`src/sgk_pkg.sv`:
```
// Shared types, constants and helpers of the signature kernel grid solver.
`default_nettype none
package sgk_pkg;

  localparam int unsigned MAX_ROWS = 1024;
  localparam int unsigned MAX_COLS = 1024;

  localparam int unsigned DimW = 11;
  localparam int unsigned CntW = 10;
  localparam int unsigned KW   = 48;
  localparam int unsigned CW   = 32;
  localparam int unsigned DW   = 34;
  localparam int unsigned PW   = 58;

  localparam logic signed [KW-1:0] ONE_Q32 = 48'sh0001_0000_0000;
  localparam logic signed [DW-1:0] ONE_Q24 = 34'sh0_0100_0000;
  localparam logic signed [KW-1:0] SAT_HI  = 48'sh7FFF_FFFF_FFFF;
  localparam logic signed [KW-1:0] SAT_LO  = 48'sh8000_0000_0000;

  typedef enum logic [1:0] {
    REG_ROWS = 2'd0,
    REG_COLS = 2'd1
  } cfg_reg_e;

  typedef struct packed {
    logic row0;
    logic col0;
    logic last;
  } ctl_t;

  function automatic logic [DimW-1:0] clamp_dim(input logic [DimW-1:0] v,
                                                input logic [DimW-1:0] maxv);
    logic [DimW-1:0] r;
    if (v == '0) begin
      r = DimW'(1);
    end else if (v > maxv) begin
      r = maxv;
    end else begin
      r = v;
    end
    return r;
  endfunction

endpackage
`default_nettype wire

```
`src/sgk_cell.sv`:
```
// One cell of the row store chain: holds one kernel value of the previous row.
`default_nettype none
module sgk_cell
  import sgk_pkg::*;
(
  input  wire logic          clk_i,
  input  wire logic          en_i,
  input  wire logic          sel_new_i,
  input  wire logic [KW-1:0] new_i,
  input  wire logic [KW-1:0] next_i,
  output logic      [KW-1:0] val_o
);

  logic [KW-1:0] val_q;
  logic [KW-1:0] val_d;

  always_comb begin
    val_d = sel_new_i ? new_i : next_i;
  end

  always_ff @(posedge clk_i) begin
    if (en_i) begin
      val_q <= val_d;
    end
  end

  assign val_o = val_q;

endmodule
`default_nettype wire

```
`config.mk`:
```
export PLATFORM = sky130hd
export DESIGN_NAME = sgk_cell
export DESIGN_NICKNAME = d
export VERILOG_FILES = /design/src/sgk_pkg.sv /design/src/sgk_cell.sv
export SDC_FILE = /design/constraint.sdc
export NUM_CORES = 1
export LEC_CHECK = 0
export BUFFER_PORTS_ARGS = -buffer_cell sky130_fd_sc_hd__buf_2
export CAP_MARGIN = 20
export CORE_ASPECT_RATIO = 1.25
export CORE_MARGIN = 2
export CORE_UTILIZATION = 44
export DETAILED_ROUTE_END_ITERATION = 6
export GPL_TIMING_DRIVEN = 0
export MAX_ROUTING_LAYER = met4
export PLACE_DENSITY = 0.89
export SETUP_SLACK_MARGIN = 0.4
export SLEW_MARGIN = 20
export SYNTH_ARGS = -nofsm -noshare
export SYNTH_HDL_FRONTEND = slang
export SYNTH_SLANG_ARGS = --single-unit
```
`constraint.sdc`:
```
create_clock -name clk_i -period 1.55 [get_ports clk_i]
set_input_delay 0.31 -clock clk_i [delete_from_list [all_inputs] [get_ports clk_i]]
set_output_delay 0.31 -clock clk_i [all_outputs]
set_load 0.02 [all_outputs]
```
==> impl_metrics.ini <==
[pwr]
pwr_density_cell_nw_per_um2 = 934.8
power.leakage_nw = 1.464
post-layout-total-power_mw = 3.019
peakVddDrop_uv = 623.1

[detailed_routing]
drt_iter0_markers = 64
met1_length_um = 1607
dr.max_layer_used = met4
vias_per_cell = 4.821
detailroute.via_count = 1509
remaining_drc_errors = 0
firstDrtPassIters = 4
post_drt_wl_per_cell_um = 15.17
ant_nets = 0
wl_met3_um = 462
dr_wl_met2_um = 2570
drt_wl_total_um = 4749

[finish]
final_common_cell = buf_2
largest_reg_flops = 48
nets = 352
areaGrowthSynthToFinish_pct = 53.72
diodes = 0
final_area_um2 = 3229
mostFrequentLayoutCells = 107 x buf_2, 48 x edfxtp_1, 42 x buf_6
drive_above_1_share = 0.8103

[critical_path]
worstSetupPathDepth = 1
worstPathMaxFanout = 1
cp-endpoint = val_o[42]
critPathBufInv = 1
cp-startpoint = val_o[42]
critPathTopFamily = flip-flops
path_class = reg2out
worstPathRequired_ns = 1.24
critPathLaunchType = flip-flop
slowest_stage = edfxtp_1
worst_ep_arrival_time_ns = 0.86
cp-end-kind = primary output
crit_chain = buf_6
slowest_delay_ns = 0.41

[clock_tree]
cts_sinks = 48
cts_tree = yes
numCtsBuffers = 5
cts_root_buffer = clkbuf_8
post-cts-setup-buffer-count = 0
clkTransAtPathRegs_ns = 0.09
cts_hold_buf = 0
h-tree-depth = 2
clockBufferDepth = 2

[logic_synthesis]
synth_seq_area_share = 0.6861
synth_area_um2 = 2101
synth_fp_nets = 200
synth_cell_type_count = 5
avgSynthCellArea_um2 = 20.80
syn_inst = 101
synth_warnings = 0
ys_ff_latch = 48

[timing]
post-route-period-util = 0.7567
finalSetupViolCount = 0
tns_ns = 0
period_minus_slack_ns = 1.173
max_freq_mhz = 852.6
worstMarginPinSlew_ns = 0.5933
rsz0062_at_grt = yes
hold_viol = 0
slew_headroom = 0.6045
finalMaxSlewViolations = 0

[floorplanning]
row_count = 28
ioPinCount = 147
die_h_um = 81.26
die_w_um = 65.80
start_util = 0.4509
core_um2 = 4659
dieArea_um2 = 5347

[global_route]
antenna_found_initial = 0
grt_pass1_vias = 1429
grtUsageTotal = 0.1701
overflow = 0
grt_max_degree = 49
grt_pass1_wl_um = 6375

[placement]
gp_congestion = 0.6768
place_area_um2 = 2902
io_buffers = 145

[run]
drv_cap = 0

[status]
status = finished clean

[hold_path]
hp-class = in2reg
-- power by group --
group	switching, mW	internal [mW]
clock	0.397	0.306
combinational	0.309	0.388
sequential	0.0480	1.57
-- cells by family (layout without fill, tap and decap cells) --
kind of cell / count (synthesis) / after routing / share of synthesized area
flops: 48 / 48 / 0.6861
buf+inv: 5 / 157 / 0.02084
mux: 48 / 48 / 0.2930
-- what timing repair did --
item                       in CTS  in global routing
cloned                          0                  0
gates resized for setup        23                 56
setup endpoints to repair      63                 45
-- Yosys cell counts --
cell type | count | area (um2)
buf_6 | 3 | 33.78
edfxtp_1 | 48 | 1441
buf_2 | 2 | 10.01
mux2_2 | 28 | 315.3
mux2_4 | 20 | 300.3
-- layer usage --
| layer | vias to the layer above | GRT usage |
|---|---|---|
| li1 | 696 | - |
| met4 | 0 | 0.06458 |
| met1 | 706 | 0.1646 |
| met2 | 98 | 0.3030 |
| met5 | - | - |
| met3 | 9 | 0.06648 |
-- final cells by class --
type	instances	area, um2
buffer	5	43.79
clock buffer	5	68.82
clock inverter	2	12.51
fill	315	1430
multi-input combinational	48	615.6
sequential	48	1441
tap	60	75.07
timing repair buffer	145	972.2
-- through the flow --
step / cells / hold WS, ns / util / setup slack, ns
detailed placement: 306 / 0.6131 / 0.6227 / 0.02018
finish: 313 / 0.3083 / 0.6931 / 0.3771
CTS: 313 / 0.3021 / 0.6555 / 0.3622
global route: 313 / 0.2956 / 0.6931 / 0.3379
global placement: 306 / 0.6098 / 0.6227 / 0.06289
floorplan: 101 / 0.4225 / - / 0.4022
-- worst min path at each step --
stage | startpoint | endpoint | slack (ns) | cells after the start
floorplan | en_i | val_o[0] | 0.42 | 0
global placement | new_i[25] | val_o[25] | 0.61 | 2
detailed placement | next_i[27] | val_o[27] | 0.61 | 2
CTS | next_i[27] | val_o[27] | 0.30 | 2
global route | next_i[38] | val_o[38] | 0.30 | 2
finish | next_i[27] | val_o[27] | 0.31 | 2
No activity file was read; power rests on OpenSTA's default activity.
